### config.mk
export PLATFORM = sky130hd
export DESIGN_NAME = targa_rle_pixel_decoder_unit
export DESIGN_NICKNAME = d
export VERILOG_FILES = /design/src/sv/trle_pkg.sv /design/src/sv/trle_front.sv /design/src/sv/trle_queue.sv /design/src/sv/trle_back.sv /design/src/sv/targa_rle_pixel_decoder_unit.sv
export SDC_FILE = /design/constraint.sdc
export NUM_CORES = 1
export LEC_CHECK = 0
export ABC_AREA = 1
export BUFFER_PORTS_ARGS = -buffer_cell sky130_fd_sc_hd__buf_2
export CORE_ASPECT_RATIO = 0.7
export CORE_UTILIZATION = 66
export DETAILED_ROUTE_END_ITERATION = 8
export PLACE_DENSITY_LB_ADDON = 0.25
export SETUP_SLACK_MARGIN = 0.3
export SYNTH_ARGS = -nofsm -noshare
export SYNTH_HDL_FRONTEND = slang
export SYNTH_HIERARCHICAL = 1
export SYNTH_SLANG_ARGS = --single-unit
export TNS_END_PERCENT = 30
### constraint.sdc
create_clock -name aclk -period 13.4 [get_ports aclk]
set_input_delay 1.34 -clock aclk [delete_from_list [all_inputs] [get_ports aclk]]
set_output_delay 1.34 -clock aclk [all_outputs]
set_load 0.005 [all_outputs]
### src/sv/trle_pkg.sv
// Shared types and constants for the Targa run-length pixel decoder.
package trle_pkg;

    // Image size limit: at most 2^PIXEL_COUNT_BITS pixels per image
    localparam int PIXEL_COUNT_BITS = 24;
    localparam int LEFT_W           = PIXEL_COUNT_BITS + 1;
    localparam int CFG_PIX_W        = 25;
    localparam int CMP_W            = (CFG_PIX_W > LEFT_W) ? CFG_PIX_W : LEFT_W;

    // Configuration port
    localparam int CFG_IDX_W  = 2;
    localparam int CFG_DATA_W = 25;
    localparam logic [CFG_IDX_W-1:0] REG_COMPRESSED   = 2'd0;
    localparam logic [CFG_IDX_W-1:0] REG_FOUR_BYTE    = 2'd1;
    localparam logic [CFG_IDX_W-1:0] REG_IMAGE_PIXELS = 2'd2;

    // Packet header decode
    localparam logic [7:0] RUN_FLAG_MIN = 8'd128;
    localparam logic [8:0] RUN_BIAS     = 9'd127;
    localparam logic [7:0] ALPHA_OPAQUE = 8'd255;

    // Byte positions within a pixel
    localparam logic [1:0] POS_THIRD  = 2'd2;
    localparam logic [1:0] POS_FOURTH = 2'd3;

    // Queue between decode and output stages
    localparam int QUEUE_DEPTH = 2;
    localparam int QPTR_W      = (QUEUE_DEPTH > 1) ? $clog2(QUEUE_DEPTH) : 1;
    localparam int QCNT_W      = $clog2(QUEUE_DEPTH + 1);

    // Stream widths
    localparam int IN_DATA_W  = 8;
    localparam int OUT_DATA_W = 40;

    // One decoded pixel as it travels from decode to output
    typedef struct packed {
        logic [7:0] byte0;        // stored first byte (blue)
        logic [7:0] byte1;        // stored second byte (green)
        logic [7:0] byte2;        // stored third byte (red)
        logic [7:0] alpha;
        logic [7:0] repeat_count;
        logic       end_of_image;
    } pix_t;

endpackage

### src/sv/trle_front.sv
// Decode front end: configuration registers, packet parsing and pixel assembly.
module trle_front (
    input  logic                            aclk,
    input  logic                            aresetn,
    // configuration write channel
    input  logic                            cfg_valid,
    output logic                            cfg_ready,
    input  logic [trle_pkg::CFG_IDX_W-1:0]  cfg_index,
    input  logic [trle_pkg::CFG_DATA_W-1:0] cfg_data,
    // byte input
    input  logic                            s_tvalid,
    output logic                            s_tready,
    input  logic [7:0]                      data_byte,
    // push side of the queue
    input  logic                            q_ready,
    output logic                            push,
    output trle_pkg::pix_t                  push_pix
);
    import trle_pkg::*;

    logic                 compressed_reg;
    logic                 four_byte_reg;
    logic [CFG_PIX_W-1:0] image_pixels_reg;

    logic                 awaiting_reg,  awaiting_next;
    logic                 is_run_reg,    is_run_next;
    logic [7:0]           pkt_left_reg,  pkt_left_next;
    logic [1:0]           pos_reg,       pos_next;
    logic [23:0]          coll_reg,      coll_next;
    logic [LEFT_W-1:0]    img_left_reg,  img_left_next;

    logic              accept;
    logic [CMP_W-1:0]  cfg_ext;
    logic [CMP_W-1:0]  limit_ext;
    logic [LEFT_W-1:0] image_size;
    logic [LEFT_W-1:0] left_eff;
    logic [8:0]        hdr_n;
    logic [8:0]        hdr_n_clip;
    logic              e_is_run;
    logic [7:0]        e_pkt_left;
    logic [1:0]        e_pos;
    logic [23:0]       e_coll;
    logic              last_byte;
    logic [7:0]        count_raw;
    logic [7:0]        count;
    logic [LEFT_W-1:0] left_after;

    assign cfg_ready = 1'b1;
    assign s_tready  = q_ready;
    assign accept    = s_tvalid && q_ready;

    // Configuration registers
    always_ff @(posedge aclk) begin
        if (!aresetn) begin
            compressed_reg   <= 1'b1;
            four_byte_reg    <= 1'b1;
            image_pixels_reg <= CFG_PIX_W'(1);
        end else if (cfg_valid) begin
            case (cfg_index)
                REG_COMPRESSED:   compressed_reg   <= cfg_data[0];
                REG_FOUR_BYTE:    four_byte_reg    <= cfg_data[0];
                REG_IMAGE_PIXELS: image_pixels_reg <= cfg_data[CFG_PIX_W-1:0];
                default: ;
            endcase
        end
    end

    // Image size: zero counts as one, saturate at the pixel count limit
    assign cfg_ext   = CMP_W'(image_pixels_reg);
    assign limit_ext = CMP_W'(1) << PIXEL_COUNT_BITS;
    always_comb begin
        if (image_pixels_reg == '0) begin
            image_size = LEFT_W'(1);
        end else if (cfg_ext > limit_ext) begin
            image_size = LEFT_W'(limit_ext);
        end else begin
            image_size = LEFT_W'(cfg_ext);
        end
    end

    // Per-byte decode
    always_comb begin
        awaiting_next = awaiting_reg;
        is_run_next   = is_run_reg;
        pkt_left_next = pkt_left_reg;
        pos_next      = pos_reg;
        coll_next     = coll_reg;
        img_left_next = img_left_reg;
        push          = 1'b0;
        push_pix      = '0;

        left_eff   = (awaiting_reg && img_left_reg == '0) ? image_size : img_left_reg;
        hdr_n      = (data_byte >= RUN_FLAG_MIN) ? ({1'b0, data_byte} - RUN_BIAS)
                                                 : ({1'b0, data_byte} + 9'd1);
        hdr_n_clip = (LEFT_W'(hdr_n) > left_eff) ? 9'(left_eff) : hdr_n;

        // raw mode opens a one-pixel literal packet without a header byte
        e_is_run   = awaiting_reg ? 1'b0  : is_run_reg;
        e_pkt_left = awaiting_reg ? 8'd1  : pkt_left_reg;
        e_pos      = awaiting_reg ? 2'd0  : pos_reg;
        e_coll     = awaiting_reg ? 24'd0 : coll_reg;

        last_byte = (e_pos == POS_FOURTH) || (e_pos == POS_THIRD && !four_byte_reg);

        count_raw  = e_is_run ? e_pkt_left : 8'd1;
        if (count_raw == 8'd0) begin
            count_raw = 8'd1;
        end
        count      = (LEFT_W'(count_raw) > left_eff) ? 8'(left_eff) : count_raw;
        left_after = left_eff - LEFT_W'(count);

        if (accept) begin
            img_left_next = left_eff;
            if (awaiting_reg && compressed_reg) begin
                // packet header byte
                is_run_next   = (data_byte >= RUN_FLAG_MIN);
                pkt_left_next = hdr_n_clip[7:0];
                awaiting_next = 1'b0;
                pos_next      = 2'd0;
                coll_next     = 24'd0;
            end else if (!last_byte) begin
                // collect a pixel byte
                awaiting_next = 1'b0;
                is_run_next   = e_is_run;
                pkt_left_next = e_pkt_left;
                coll_next     = e_coll;
                case (e_pos)
                    2'd0:    coll_next[7:0]   = data_byte;
                    2'd1:    coll_next[15:8]  = data_byte;
                    2'd2:    coll_next[23:16] = data_byte;
                    default: ;
                endcase
                pos_next = e_pos + 2'd1;
            end else begin
                // pixel complete
                push              = 1'b1;
                push_pix.byte0    = e_coll[7:0];
                push_pix.byte1    = e_coll[15:8];
                push_pix.byte2    = (e_pos == POS_THIRD) ? data_byte : e_coll[23:16];
                push_pix.alpha    = (e_pos == POS_FOURTH) ? data_byte : ALPHA_OPAQUE;
                push_pix.repeat_count = count;
                push_pix.end_of_image = (left_after == '0);

                img_left_next = left_after;
                pos_next      = 2'd0;
                coll_next     = 24'd0;
                is_run_next   = e_is_run;
                if (e_is_run || e_pkt_left <= 8'd1) begin
                    pkt_left_next = 8'd0;
                    awaiting_next = 1'b1;
                end else begin
                    pkt_left_next = e_pkt_left - 8'd1;
                    awaiting_next = 1'b0;
                end
                if (left_after == '0) begin
                    awaiting_next = 1'b1;
                    is_run_next   = 1'b0;
                    pkt_left_next = 8'd0;
                end
            end
        end
    end

    // Decode state
    always_ff @(posedge aclk) begin
        if (!aresetn) begin
            awaiting_reg <= 1'b1;
            is_run_reg   <= 1'b0;
            pkt_left_reg <= 8'd0;
            pos_reg      <= 2'd0;
            coll_reg     <= 24'd0;
            img_left_reg <= '0;
        end else begin
            awaiting_reg <= awaiting_next;
            is_run_reg   <= is_run_next;
            pkt_left_reg <= pkt_left_next;
            pos_reg      <= pos_next;
            coll_reg     <= coll_next;
            img_left_reg <= img_left_next;
        end
    end

endmodule

### src/sv/trle_queue.sv
// Short pixel queue between the decode front end and the output stage.
module trle_queue (
    input  logic           aclk,
    input  logic           aresetn,
    input  logic           push,
    input  trle_pkg::pix_t push_pix,
    output logic           q_ready,
    input  logic           pop,
    output logic           q_valid,
    output trle_pkg::pix_t q_pix
);
    import trle_pkg::*;

    pix_t              slot_reg [QUEUE_DEPTH];
    logic [QPTR_W-1:0] wr_ptr_reg, wr_ptr_next;
    logic [QPTR_W-1:0] rd_ptr_reg, rd_ptr_next;
    logic [QCNT_W-1:0] cnt_reg,    cnt_next;
    logic              do_push;
    logic              do_pop;

    assign q_ready = (cnt_reg != QCNT_W'(QUEUE_DEPTH));
    assign q_valid = (cnt_reg != '0);
    assign q_pix   = slot_reg[rd_ptr_reg];
    assign do_push = push && q_ready;
    assign do_pop  = pop && q_valid;

    // Pointer and occupancy update
    always_comb begin
        wr_ptr_next = wr_ptr_reg;
        rd_ptr_next = rd_ptr_reg;
        cnt_next    = cnt_reg;
        if (do_push) begin
            wr_ptr_next = (wr_ptr_reg == QPTR_W'(QUEUE_DEPTH - 1)) ? '0 : wr_ptr_reg + 1'b1;
        end
        if (do_pop) begin
            rd_ptr_next = (rd_ptr_reg == QPTR_W'(QUEUE_DEPTH - 1)) ? '0 : rd_ptr_reg + 1'b1;
        end
        if (do_push && !do_pop) begin
            cnt_next = cnt_reg + 1'b1;
        end else if (do_pop && !do_push) begin
            cnt_next = cnt_reg - 1'b1;
        end
    end

    always_ff @(posedge aclk) begin
        if (!aresetn) begin
            wr_ptr_reg <= '0;
            rd_ptr_reg <= '0;
            cnt_reg    <= '0;
        end else begin
            wr_ptr_reg <= wr_ptr_next;
            rd_ptr_reg <= rd_ptr_next;
            cnt_reg    <= cnt_next;
        end
    end

    // Payload storage, no reset
    always_ff @(posedge aclk) begin
        if (do_push) begin
            slot_reg[wr_ptr_reg] <= push_pix;
        end
    end

endmodule

### src/sv/trle_back.sv
// Output stage: byte swap to RGBA order and the registered result stream.
module trle_back (
    input  logic                              aclk,
    input  logic                              aresetn,
    input  logic                              q_valid,
    input  trle_pkg::pix_t                    q_pix,
    output logic                              pop,
    output logic                              m_tvalid,
    input  logic                              m_tready,
    output logic [trle_pkg::OUT_DATA_W-1:0]   m_tdata,
    output logic                              m_tlast
);
    import trle_pkg::*;

    logic                  valid_reg;
    logic [OUT_DATA_W-1:0] data_reg;
    logic                  last_reg;

    // take the next item whenever the output register is empty or being drained
    assign pop      = q_valid && (!valid_reg || m_tready);
    assign m_tvalid = valid_reg;
    assign m_tdata  = data_reg;
    assign m_tlast  = last_reg;

    always_ff @(posedge aclk) begin
        if (!aresetn) begin
            valid_reg <= 1'b0;
        end else if (pop) begin
            valid_reg <= 1'b1;
        end else if (m_tready) begin
            valid_reg <= 1'b0;
        end
    end

    // Stored order is B,G,R: red comes from the third byte
    always_ff @(posedge aclk) begin
        if (pop) begin
            data_reg <= {q_pix.repeat_count, q_pix.alpha, q_pix.byte0,
                         q_pix.byte1, q_pix.byte2};
            last_reg <= q_pix.end_of_image;
        end
    end

endmodule

### src/sv/targa_rle_pixel_decoder_unit.sv
// Top level of the Targa pixel-data decoder (raw and run-length packets).
// m_tvalid rises after a pixel passes a queue slot and the output register.
// Throughput: one byte per cycle until a stalled result side fills the 2-entry
// queue plus the output register (3 pixels) and s_tready drops; the decode front
// end updates its packet and pixel state once per byte.
// Reset (aresetn, synchronous, active low): compressed=1, 32-bit pixels,
// image of 1 pixel, waiting for a packet header, queue and output empty.
module targa_rle_pixel_decoder_unit (
    input  logic                              aclk,
    input  logic                              aresetn,
    // configuration write channel
    input  logic                              cfg_valid,
    output logic                              cfg_ready,
    input  logic [trle_pkg::CFG_IDX_W-1:0]    cfg_index,
    input  logic [trle_pkg::CFG_DATA_W-1:0]   cfg_data,
    // byte input stream
    input  logic                              s_tvalid,
    output logic                              s_tready,
    input  logic [trle_pkg::IN_DATA_W-1:0]    s_tdata,   // [7:0] data_byte
    // pixel result stream
    output logic                              m_tvalid,
    input  logic                              m_tready,
    // [7:0] red, [15:8] green, [23:16] blue, [31:24] alpha, [39:32] repeat_count
    output logic [trle_pkg::OUT_DATA_W-1:0]   m_tdata,
    output logic                              m_tlast    // end_of_image
);
    import trle_pkg::*;

    logic q_ready;
    logic push;
    pix_t push_pix;
    logic pop;
    logic q_valid;
    pix_t q_pix;

    trle_front u_front (
        .aclk      (aclk),
        .aresetn   (aresetn),
        .cfg_valid (cfg_valid),
        .cfg_ready (cfg_ready),
        .cfg_index (cfg_index),
        .cfg_data  (cfg_data),
        .s_tvalid  (s_tvalid),
        .s_tready  (s_tready),
        .data_byte (s_tdata),
        .q_ready   (q_ready),
        .push      (push),
        .push_pix  (push_pix)
    );

    trle_queue u_queue (
        .aclk     (aclk),
        .aresetn  (aresetn),
        .push     (push),
        .push_pix (push_pix),
        .q_ready  (q_ready),
        .pop      (pop),
        .q_valid  (q_valid),
        .q_pix    (q_pix)
    );

    trle_back u_back (
        .aclk     (aclk),
        .aresetn  (aresetn),
        .q_valid  (q_valid),
        .q_pix    (q_pix),
        .pop      (pop),
        .m_tvalid (m_tvalid),
        .m_tready (m_tready),
        .m_tdata  (m_tdata),
        .m_tlast  (m_tlast)
    );

endmodule
After elaboration in Yosys (flattened, before gate mapping)
Memory sizes are Yosys's and may differ from the RTL's. A register that Yosys moved wholly into a read port is not among the register bits.
Index checks and enable logic that the tools add are counted.
{"block": "classes", "addsub": 9, "multipliers": 0, "n_div": 0, "n_lt_le_gt_ge": 5, "eq_ne": 6, "n_shift": 0, "n_mux": 47, "bitwise_logic": 0, "n_reduce_logical": 28}
{"cell": "two-way mux 25 bit", "n": 5}
{"cell": "two-way mux 41 bit", "n": 3}
{"cell": "two-way mux 8 bit", "n": 13}
{"cell": "logical NOT 25 bit", "n": 3}
{"cell": "two-way mux 24 bit", "n": 3}
{"cell": "greater-than comparator 25 bit (second input constant)", "n": 1}
{"cell": "greater-than comparator 8 x 25 -> 1 bit", "n": 1}
{"cell": "greater-than comparator 9 x 25 -> 1 bit", "n": 1}
{"cell": "subtractor 25 x 8 -> 25 bit", "n": 1}
{"cell": "two-way mux 1 bit", "n": 17}
{"cell": "two-way mux 2 bit", "n": 5}
{"cell": "adder 8 x 1 -> 9 bit (second input constant)", "n": 1}
{"cell": "logical AND 1 bit", "n": 9}
{"cell": "two-way mux 9 bit", "n": 1}
{"cell": "subtractor 8 x 7 -> 9 bit (second input constant)", "n": 1}
{"cell": "greater-or-equal comparator 8 bit (second input constant)", "n": 1}
{"cell": "<= comparator 8 x 1 -> 1 bit (second input constant)", "n": 1}
{"cell": "logical NOT 8 bit", "n": 1}
{"cell": "subtractor 8 x 1 -> 8 bit (second input constant)", "n": 1}
{"cell": "equality test 2 bit (second input constant)", "n": 3}
{"cell": "AND reduction 2 bit", "n": 3}
{"cell": "nonzero test 2 bit", "n": 3}
{"cell": "adder 2 x 1 -> 2 bit (second input constant)", "n": 2}
{"cell": "equality test 2 x 1 -> 1 bit (second input constant)", "n": 2}
{"cell": "6 further kinds", "n": 13}
{"block": "word_totals", "ff_bits": 93, "latch_bits": 0, "ram_bits": 82, "romBits": 0, "inputBits": 40, "output_inout_bits": 44, "memories": 1}
{"memory": "u_queue.slot_reg", "words": 2, "width": 41, "rd": 1, "rd_ports_with_merged_regs": 1, "wr": 1, "line": "trle_queue.sv:14", "rtl": "pix_t slot_reg [QUEUE_DEPTH];"}

Logic depth before layout (Yosys ltp)
Gate-level depths: netlist (run 1).
{"block": "logic_depth", "word_depth": 12, "depth_mapped": 42, "mapped_depth_nobuf": 41}

Modules after synthesis
The synthesis (run 1) kept the hierarchy.
{"mod": "trle_front", "n_inst": 1, "cells_each": 1108, "area_per_inst_um2": 6817.8, "seq_area_each_um2": 1761.7}
{"mod": "trle_queue", "n_inst": 1, "cells_each": 165, "area_per_inst_um2": 3405.8, "seq_area_each_um2": 2562.5}
{"mod": "trle_back", "n_inst": 1, "cells_each": 48, "area_per_inst_um2": 1282.5, "seq_area_each_um2": 1251.2}

Least setup slack after synthesis (run 1)
No wires, ideal clock.
{"block": "synth_timing", "kind": "register to register", "from": "register u_front.img_left_reg[12]", "to": "register u_front.pkt_left_reg[1]", "arrival_time_ns": 4.791, "required_ns": 13.278, "setup_slack_ns": 8.487, "stages_incl_launch_ff": 43, "n_path_buf": 1, "synth_period_minus_slack_ns": 4.913, "path_cell_list": "dfxtp_1 -> nor2_1 -> inv_1 -> nor2_2 -> nand2_1 -> nor2_2 -> nand3_4 -> inv_2 -> a31oi_1 -> ha_1 -> nand4_1 -> o221a_2 -> o21ai_0 -> a21oi_1 -> nor3_1 -> nand2_1 -> buf_2 -> nand2_1 -> [7 not listed] -> nand3_1 -> nand2_1 -> nand2_1 -> nand2_1 -> inv_1 -> nand3_1 -> nor2_1 -> nand3_1 -> nand2_1 -> nand2_1 -> nor2_1 -> nand3_1 -> nor2_2 -> nand3_2 -> nand2_2 -> nand2_4 -> nand2_2 -> a21oi_2"}
{"block": "synth_via", "elab_chain_cells": 10}
{"element": "start: declaration", "line": "trle_front.sv:30", "rtl": "logic [LEFT_W-1:0] img_left_reg, img_left_next;"}
{"element": "start signal: assignment", "line": "trle_front.sv:179", "rtl": "img_left_reg <= img_left_next;"}
{"element": "logical NOT 25 bit", "line": "trle_front.sv:92", "rtl": "left_eff = (awaiting_reg && img_left_reg == '0) ? image_size : img_left_reg;"}
{"element": "logical AND 1 bit", "line": "trle_front.sv:92"}
{"element": "two-way mux 25 bit *", "line": "trle_front.sv:92"}
{"element": "greater-than comparator 8 x 25 -> 1 bit", "line": "trle_front.sv:109", "rtl": "count = (LEFT_W'(count_raw) > left_eff) ? 8'(left_eff) : count_raw;"}
{"element": "two-way mux 8 bit", "line": "trle_front.sv:109"}
{"element": "subtractor 25 x 8 -> 25 bit", "line": "trle_front.sv:110", "rtl": "left_after = left_eff - LEFT_W'(count);"}
{"element": "logical NOT 25 bit", "line": "trle_front.sv:155", "rtl": "if (left_after == '0) begin"}
{"element": "two-way mux 8 bit", "line": "trle_front.sv:155"}
{"element": "two-way mux 8 bit", "line": "trle_front.sv:121", "rtl": "end else if (!last_byte) begin"}
{"element": "two-way mux 8 bit *", "line": "trle_front.sv:114", "rtl": "if (awaiting_reg && compressed_reg) begin"}
{"element": "end signal: assignment", "line": "trle_front.sv:176", "rtl": "pkt_left_reg <= pkt_left_next;"}
{"element": "end: declaration", "line": "trle_front.sv:27", "rtl": "logic [7:0] pkt_left_reg, pkt_left_next;"}
Mark *: on every way between the ends. The rest lies on a longest branch, timed or not.
A chain may end at the register's enable or synchronous reset.

Worst setup path in the final report (run 1)
{"block": "layout_timing", "from": "register u_front.awaiting_reg", "to": "register u_front.pkt_left_reg[2]"}
{"block": "layout_via", "elab_chain_cells": 11}
{"element": "start: declaration", "line": "trle_front.sv:25", "rtl": "logic awaiting_reg, awaiting_next;"}
{"element": "start signal: assignment", "line": "trle_front.sv:174", "rtl": "awaiting_reg <= awaiting_next;"}
{"element": "two-way mux 8 bit or two-way mux 1 bit (tied branches)", "line": "trle_front.sv:99, trle_front.sv:98"}
{"element": "two-way mux 8 bit", "line": "trle_front.sv:105", "rtl": "count_raw = e_is_run ? e_pkt_left : 8'd1;"}
{"element": "logical NOT 8 bit", "line": "trle_front.sv:106", "rtl": "if (count_raw == 8'd0) begin"}
{"element": "two-way mux 8 bit", "line": "trle_front.sv:106"}
{"element": "greater-than comparator 8 x 25 -> 1 bit", "line": "trle_front.sv:109"}
{"element": "two-way mux 8 bit", "line": "trle_front.sv:109"}
{"element": "subtractor 25 x 8 -> 25 bit", "line": "trle_front.sv:110"}
{"element": "logical NOT 25 bit", "line": "trle_front.sv:155"}
{"element": "two-way mux 8 bit", "line": "trle_front.sv:155"}
{"element": "two-way mux 8 bit", "line": "trle_front.sv:121"}
{"element": "two-way mux 8 bit *", "line": "trle_front.sv:114"}
Marked as above.

==> results of run 1 <==
cells by family (layout without fill, tap and decap cells):
logic type | count (synthesis) | in the layout | synth area share
buf+inv | 167 | 242 | 0.0651
simple gates | 598 | 598 | 0.219
other cells | 2 | 2 | 0.000653
fa+ha+maj | 35 | 35 | 0.0387
xor+xnor | 15 | 15 | 0.0114
compound gates | 246 | 246 | 0.127
flops | 217 | 217 | 0.485
mux | 41 | 41 | 0.0532
worst reg2reg max path, delay by kind of cell (launching register included):
kind | cells | cell delay (ns)
adders and majority gates | 2 | 0.55
buffers and inverters | 4 | 0.81
DFF | 1 | 0.58
and+or+nand+nor | 23 | 3.12
AOI/OAI and AO/OA | 5 | 1.12
per-layer routing:
layer / global-route usage / share of wire / vias up
met4: 0.0705 / 0.017 / 0
met5: 0 / 0 / -
li1: - / - / 4552
met3: 0.0968 / 0.13 / 46
met2: 0.484 / 0.41 / 603
met1: 0.521 / 0.44 / 4473
Yosys cell counts (11+ instances only):
cell | count | area, um2
dfxtp_1 | 94 | 1880
nor3_1 | 13 | 65.1
mux2_4 | 40 | 601
o211ai_1 | 38 | 285
o21ai_0 | 76 | 380
a21oi_1 | 85 | 425
nor2_1 | 194 | 728
nor2_2 | 17 | 106
edfxtp_1 | 123 | 3690
nand2_2 | 20 | 125
nand2_1 | 282 | 1060
clkbuf_1 | 39 | 146
nand4_1 | 11 | 68.8
nand3_1 | 45 | 225
o21ai_1 | 12 | 60.1
inv_1 | 106 | 398
ha_1 | 34 | 425
xor2_1 | 11 | 96.3
per-stage QoR:
stage / cell area [um2] / std cells / setup slack [ns]
3_3_place_gp: 12000 / 1583 / 7.65
5_1_grt: 12600 / 1621 / 6.60
2_1_floorplan: 11500 / 1321 / 8.49
4_1_cts: 12600 / 1621 / 7.37
3_5_place_dp: 12000 / 1583 / 7.38
6_report: 12600 / 1621 / 7.09
layout make-up:
cell class,count,share of cell area
Tap cell,225,0.0223
Clock buffer,25,0.0435
Inverter,113,0.0335
Timing Repair Buffer,91,0.0378
Clock inverter,13,0.00970
Sequential cell,217,0.441
Multi-Input combinational cell,937,0.412
power by group through the flow:
stage	clock (mW)	combinational, mW	sequential (mW)
3_5_place_dp	0	0.576	0.733
5_1_grt	0.610	0.663	0.720
6_report	0.579	0.607	0.719
4_1_cts	0.585	0.581	0.719
3_3_place_gp	0	0.575	0.733
2_1_floorplan	0	0.446	0.730
final timing paths:
path | cells after the start | end | from | slack [ns]
worst max register to register | 34 | u_front/pkt_left_reg[2] | u_front/awaiting_reg | 7.09
worst min register to register | 2 | u_front/coll_reg[8] | u_front/coll_reg[8] | 0.47
worst min-delay path | 2 | u_front/coll_reg[8] | u_front/coll_reg[8] | 0.47
worst max-delay path | 34 | u_front/pkt_left_reg[2] | u_front/awaiting_reg | 7.09
==> summary.txt, run 1 <==
Floorplanning
  – Die outline area: 0.0180 mm2
  – Chip Height: 112 um
  – Die X: between 150 and 200 um
  – Number of rows in the core area: 39
  – Starting Density: 0.689
  – Placeable core area: roughly 0.017 mm2
  – Ports: 84

Logic synthesis
  – Number of nets produced by synthesis: 1396
  – Number of warnings issued by yosys: 6
  – Avg Inst Size Synth: between 8 and 9 um2
  – Most used flip-flop cell after synthesis: edfxtp_1
  – Number of synthesized flops with an enable pin: roughly 120
  – Number of different library cells in the post-synthesis netlist: 50
  – Combined area of all synthesized cells: 0.0115 mm2
  – Async set-or-reset flop fraction in the synthesized netlist: 0
  – Post-synthesis instance total: about 1300
  – FF+latch count, synth: about 220
  – Share of the yosys chip area belonging to registers: 0.485

Clock tree
  – Total clock buffers created by CTS: 21
  – CTS Hold Buffers Added: 0
  – CTS Root Cell: clkbuf_16
  – CTS tree: built
  – Clock input transition at the sequential cells of the worst setup and hold paths: 0.06 ns
  – Clk buf depth: 3
  – Latest clock arrival within the worst-skew pair: approximately 0.5 ns
  – Count of instances resized after the clock tree is built: 0
  – Num Clock Sinks: between 200 and 250
  – # Post-CTS Setup Buffers: 0
  – H-tree depth: 1

Power and ir drop
  – Combinational fraction of design power: 0.318
  – IR Drop Worst-Case VDD: 0.0000983 V
  – Int Pwr: 1.23 mW
  – Leak: ~5.3 nW
  – Switching power as a share of total power: 0.356
  – Portion of total power attributed to sequential cells: 0.378
  – Total power draw: 1.91 mW
  – Power share of the clock group: 0.304
  – Ratio of total power to cell area: approximately 150 mW/mm2
  – Reported net switching power: 0.678 mW

Detailed routing
  – Count of antenna-violating nets left after detailed routing: 0
  – Routed length per instance: 19.0 um
  – Total Routed Length: between 30 and 40 mm
  – Iteration count of the initial detailed-routing pass: 7
  – Per-cell via count in the routed design: a little under 6
  – Initial DRC count: roughly 1200
  – Remaining routing DRC violations: 0
  – Detailed-route via count: 9674

Setup path
  – Required @ worst endpoint: approximately 14 ns
  – Most frequent cell on the critical path: nand2_1
  – Stage delay of the slowest cell on the critical path: 0.59 ns
  – Setup Crit Path Kind: flip-flop to flip-flop
  – Startpoint kind of the worst setup timing path: flip-flop
  – Maximum net fanout on the critical path: 19
  – Family with the most delay on the worst path: simple AND/OR/NAND/NOR gates
  – Signal arrival time at the worst endpoint: around 6.7 ns
  – Worst setup EP type: flip-flop
  – Buf+Inv Stages, Crit Path: 4
  – Master of the slowest instance on the critical path: o21ai_0

Timing
  – Fin Setup TNS: 0 ns
  – Final Critical Period: 6.31 ns
  – Worst slack on hold paths: about 0.47 ns
  – Count of pins over their slew limit: 0
  – Final number of setup-violating endpoints: 0
  – Worst-case headroom to the max-slew limit: 0.291
  – Final Skew: about 0.023 ns
  – Final hold violation count: 0
  – Transition at the pin with the smallest max-transition slack: about 1.1 ns
  – Setup repair after global routing missed its margin: no
  – Fmax: roughly 160 MHz
  – Final period util: 0.471

Run
  – Reported max-cap violation count: 0

GRT
  – Final global-route overflow total: 0
  – Largest net degree at the start of global routing: 62
  – GR Util All Layers: 0.342
  – Number of antenna violations at the first check in global routing: 0
  – Wire length of the first global-routing pass: approximately 47 mm
  – Number of global-route vias before repair: between 8000 and 9000

Outcome
  – Status: completed

Finish
  – Filler cells: 1200
  – Total area of sequential cells: between 0.005 and 0.006 mm2
  – Layout-stage area growth over the synthesis result: 9.91%
  – Most used cells in the layout excluding fill and tap cells: nand2_1 (281), nor2_1 (191), edfxtp_1 (123)
  – Total number of nets in the final design: between 1000 and 1500
  – Number of inserted diodes: 0
  – Final cell utilization of the core: 0.758
  – Fraction of layout cells with a size suffix above 1: 0.171
  – Area of the multi-input gates: roughly 0.0052 mm2
  – Flip-flop count of the largest register, all copies and words added: 82
  – Most frequent standard cell in the layout excluding fill and tap cells: nand2_1

Placed design
  – Quantity of I/O buffers inserted on ports: between 80 and 90
  – Placer congestion estimate: slightly below 1
  – HPWL after DPL: 22.1 mm

Min path
  – Worst min path class: flip-flop to flip-flop
(Power assumes the default switching activity.)
==> inputs of run 2 (changes only) <==
ABC_AREA = 0   (was 1)
CORE_UTILIZATION = 61   (was 66)
clock period = 6.4 ns   (was 13.4 ns; I/O delays follow)
==> run 2 against run 1 <==
Against the previous run: the run now ends with setup timing left; clock skew down 0.011 ns; via count fell by 5.1%; cell count decreased by 9.6%; worst setup slack worse by 7.2 ns; register-to-register slack worse by 7.2 ns; count of clock-buffer cells in the layout up 5; total power grew 75%; critical path type unchanged; largest power group unchanged; synthesized cell count fell by 18%; clock power rose by 95%; flip-flop and latch count unchanged.
==> summary.txt, run 2 <==
Outcome
  – Status: finished with violations (was completed)
  – Violations in the final reports: setup timing

Clock tree
  – CTS Hold Buffers Added: 0 (unchanged)
  – Latest clock arrival within the worst-skew pair: 0.49 ns (was 0.50 ns)
  – CTS Root Cell: clkbuf_16 (unchanged)
  – Clock input transition at the sequential cells of the worst setup and hold paths: 0.07 ns (was 0.06 ns)
  – H-tree depth: 1 (unchanged)
  – CTS tree: built (unchanged)
  – Clk buf depth: 3 (unchanged)
  – Total clock buffers created by CTS: 21 (unchanged)
  – Num Clock Sinks: 217 (unchanged)

Logic synthesis
  – Number of synthesized flops with an enable pin: 123 (unchanged)
  – Async set-or-reset flop fraction in the synthesized netlist: 0 (unchanged)
  – Number of different library cells in the post-synthesis netlist: 87 (was 50)
  – Area contributors post-synth: edfxtp_1 (34%), dfxtp_1 (17%), a21oi_1 (4.7%) (was edfxtp_1 (32%), dfxtp_1 (16%), nand2_1 (9.2%))
  – Most used flip-flop cell after synthesis: edfxtp_1 (unchanged)
  – Top cell type's share of synthesized area: 0.337 (was 0.321)
  – Cell type contributing the most total cell area after synthesis: edfxtp_1 (unchanged)
  – FF+latch count, synth: 217 (unchanged)
  – Number of warnings issued by yosys: 6 (unchanged)
  – Share of the yosys chip area belonging to registers: 0.509 (was 0.485)
  – Most frequent cell after synthesis: edfxtp_1 (was nand2_1)
  – Number of nets produced by synthesis: 1154 (was 1396)
  – Top cell types by occurrence after synthesis: edfxtp_1 (123), nor2_1 (109), a21oi_1 (102) (was nand2_1 (282), nor2_1 (194), edfxtp_1 (123))
  – Combined area of all synthesized cells: 0.0110 mm2 (was 0.0115 mm2)
  – Avg Inst Size Synth: 10.2 um2 (was 8.71 um2)
  – Post-synthesis instance total: 1079 (was 1321)

Finish
  – Most frequent standard cell in the layout excluding fill and tap cells: edfxtp_1 (was nand2_1)
  – Number of inserted diodes: 0 (unchanged)
  – Fraction of layout cells with a size suffix above 1: 0.246 (was 0.171)
  – Total number of nets in the final design: 1296 (was 1456)
  – Total area of sequential cells: 0.00558 mm2 (about the same)
  – Area of the multi-input gates: 0.00530 mm2 (was 0.00521 mm2)
  – Flip-flop count of the largest register, all copies and words added: 82 (unchanged)
  – Final cell area excluding filler cells: 0.0130 mm2 (was 0.0126 mm2)
  – Most used cells in the layout excluding fill and tap cells: edfxtp_1 (123), nor2_1 (107), a21oi_1 (96), nand2_1 (96), dfxtp_1 (92) (was nand2_1 (281), nor2_1 (191), edfxtp_1 (123))
  – Final cell utilization of the core: 0.747 (was 0.758)
  – Layout-stage area growth over the synthesis result: 18.3% (was 9.91%)
  – Filler cells: 1252 (was 1200)

Setup path
  – Stage delay of the slowest cell on the critical path: 0.52 ns (was 0.59 ns)
  – Master of the slowest instance on the critical path: or4_4 (was o21ai_0)
  – Maximum net fanout on the critical path: 7 (was 19)
  – Signal arrival time at the worst endpoint: 6.89 ns (was 6.67 ns)
  – Worst setup EP type: flip-flop (unchanged)
  – Startpoint kind of the worst setup timing path: flip-flop (unchanged)
  – Terminus of the critical flop-to-flop path: u_front/pkt_left_reg[2] (unchanged)
  – Required @ worst endpoint: 6.74 ns (was 13.77 ns)
  – Beginning of the worst register-to-register path: u_front/img_left_reg[16] (was u_front/awaiting_reg)
  – Setup Crit Path Kind: flip-flop to flip-flop (unchanged)
  – Beginning of the critical path: u_front/img_left_reg[16] (was u_front/awaiting_reg)
  – Slack of the worst reg-to-reg path: -0.15 ns (was 7.09 ns)
  – R2r worst-path depth: 31 (was 34)

Min path
  – Worst hold start: cfg_data[12] (was u_front/coll_reg[8])
  – Count of cells along the worst hold path: 3 (was 2)
  – Worst min path class: primary input to flip-flop (was flip-flop to flip-flop)
  – Endpoint of the worst hold path: u_front/cfg_ext[12] (was u_front/coll_reg[8])

Timing
  – Final setup slack of the worst path: -0.155 ns (was 7.09 ns)
  – Final hold violation count: 0 (unchanged)
  – Transition at the pin with the smallest max-transition slack: 1.15 ns (was 1.06 ns)
  – Final Skew: 0.0121 ns (was 0.0234 ns)
  – Final period util: 1.02 (was 0.471)
  – Final Critical Period: 6.55 ns (was 6.31 ns)
  – Final number of setup-violating endpoints: 10 (was 0)
  – Fmax: 153 MHz (was 159 MHz)
  – Count of pins over their slew limit: 0 (unchanged)
  – Setup repair after global routing missed its margin: yes (was no)
  – Worst-case headroom to the max-slew limit: 0.229 (was 0.291)

Floorplanning
  – Chip Height: 114 um (was 112 um)
  – Ports: 84 (unchanged)
  – Number of rows in the core area: 40 (was 39)
  – Die X: 162 um (was 160 um)
  – Placeable core area: 0.0174 mm2 (was 0.0167 mm2)
  – Starting Density: 0.631 (was 0.689)
  – Die outline area: 0.0185 mm2 (was 0.0180 mm2)

GRT
  – Number of antenna violations at the first check in global routing: 0 (unchanged)
  – Number of global-route vias before repair: 8466 (was 8623)
  – Final global-route overflow total: 0 (unchanged)
  – GR Util All Layers: 0.343 (was 0.342)
  – Largest net degree at the start of global routing: 72 (was 62)
  – Wire length of the first global-routing pass: 48.3 mm (was 47.5 mm)

Placed design
  – Quantity of I/O buffers inserted on ports: 82 (unchanged)
  – HPWL after DPL: 22.8 mm (was 22.1 mm)
  – Total placed instance area: 0.0122 mm2 (was 0.0120 mm2)
  – Placer congestion estimate: 1.03 (was 0.975)

Detailed routing
  – Iteration count of the initial detailed-routing pass: 6 (was 7)
  – Highest routed metal layer: met4 (unchanged)
  – Detailed-route via count: 9182 (was 9674)
  – Remaining routing DRC violations: 0 (unchanged)
  – Total Routed Length: 31.9 mm (was 30.8 mm)
  – Met1 Routed Length: 14.7 mm (was 13.6 mm)
  – Initial DRC count: 1037 (was 1225)
  – Per-cell via count in the routed design: 6.26 (was 5.97)
  – Sum of met3 wire segment lengths after detailed routing: 3.86 mm (was 3.91 mm)
  – Count of antenna-violating nets left after detailed routing: 0 (unchanged)
  – Routed length per instance: 21.8 um (was 19.0 um)
  – Sum of met2 wire segment lengths after detailed routing: 12.9 mm (was 12.7 mm)

Run
  – Reported max-cap violation count: 0 (unchanged)

Power and ir drop
  – Leak: 4.92 nW (was 5.34 nW)
  – IR Drop Worst-Case VDD: 0.000207 V (was 0.0000983 V)
  – Total power draw: 3.34 mW (was 1.91 mW)
  – Ratio of total power to cell area: 258 mW/mm2 (was 151 mW/mm2)
[run 2: area by class of cell]
cell class / count / area share
clock buffers: 30 / 0.0439
clock inverters: 7 / 0.00318
inverters: 29 / 0.00840
multi-input cells: 783 / 0.409
flip-flops and latches: 217 / 0.430
well taps: 231 / 0.0223
repair buffers: 169 / 0.0833
[run 2: repair_timing]
item                                    in CTS  in global routing
pin swaps                                    7                 17
setup buffers                                0                  5
gates resized for setup                      6                 26
endpoints found under the setup margin      15                 24
gates cloned                                 0                  1
[run 2: how the worst max path moves through the flow]
| stage | to | depth (start not counted) |
|---|---|---|
| after global placement | u_front/pkt_left_reg[0] | 29 |
| after detailed placement | u_front/pkt_left_reg[0] | 28 |
| after global routing | u_front/pkt_left_reg[0] | 31 |
| after floorplan | u_front/pkt_left_reg[7] | 32 |
| after CTS | u_front/pkt_left_reg[0] | 30 |
| final | u_front/pkt_left_reg[2] | 31 |
[run 2: routing by layer]
metal,up-vias,GRT usage
met5,-,0
met4,0,0.0610
met3,47,0.0862
met2,541,0.477
met1,4319,0.540
li1,4275,-
[run 2: logic make-up (layout without fill, tap and decap cells)]
| kind of cell | after synthesis | after routing | share of synthesized area |
|---|---|---|---|
| DFF | 217 | 217 | 0.509 |
| AOI/OAI and AO/OA | 280 | 280 | 0.166 |
| muxes | 54 | 54 | 0.0541 |
| adders and majority gates | 35 | 35 | 0.0407 |
| other | 2 | 2 | 0.000685 |
| and+or+nand+nor | 385 | 386 | 0.178 |
| xor gates and xnor gates | 26 | 26 | 0.0208 |
| buffers and inverters | 80 | 235 | 0.0304 |
[run 2: per-stage QoR]
| stage | setup TNS [ns] | cells | setup slack, ns | hold slack (ns) |
|---|---|---|---|---|
| floorplan | 0 | 1079 | 0.0768 | 0.449 |
| global placement | 0 | 1423 | 0.0402 | 0.471 |
| detailed placement | -1.79 | 1423 | -0.210 | 0.480 |
| CTS | -0.121 | 1460 | -0.0389 | 0.375 |
| global route | -4.55 | 1466 | -0.474 | 0.383 |
| finish | -0.988 | 1466 | -0.155 | 0.380 |
[run 2: report_power, final]
| part | leakage (nW) | switching (mW) | internal (mW) |
|---|---|---|---|
| Sequential | 1.84 | 0.0207 | 1.47 |
| Combinational | 2.78 | 0.421 | 0.299 |
| Clock | 0.292 | 0.505 | 0.621 |
| Total | 4.92 | 0.947 | 2.40 |
[run 2: critical path, delay by kind of cell (launching register included)]
| kind | cells | cell delay (ns) |
|---|---|---|
| AND/OR/NAND/NOR | 14 | 3.35 |
| XOR/XNOR | 1 | 0.14 |
| AO/OA/AOI/OAI | 10 | 1.39 |
| adder cells (fa/ha/maj) | 3 | 0.83 |
| flip-flops | 1 | 0.32 |
| buffers and inverters | 3 | 0.39 |
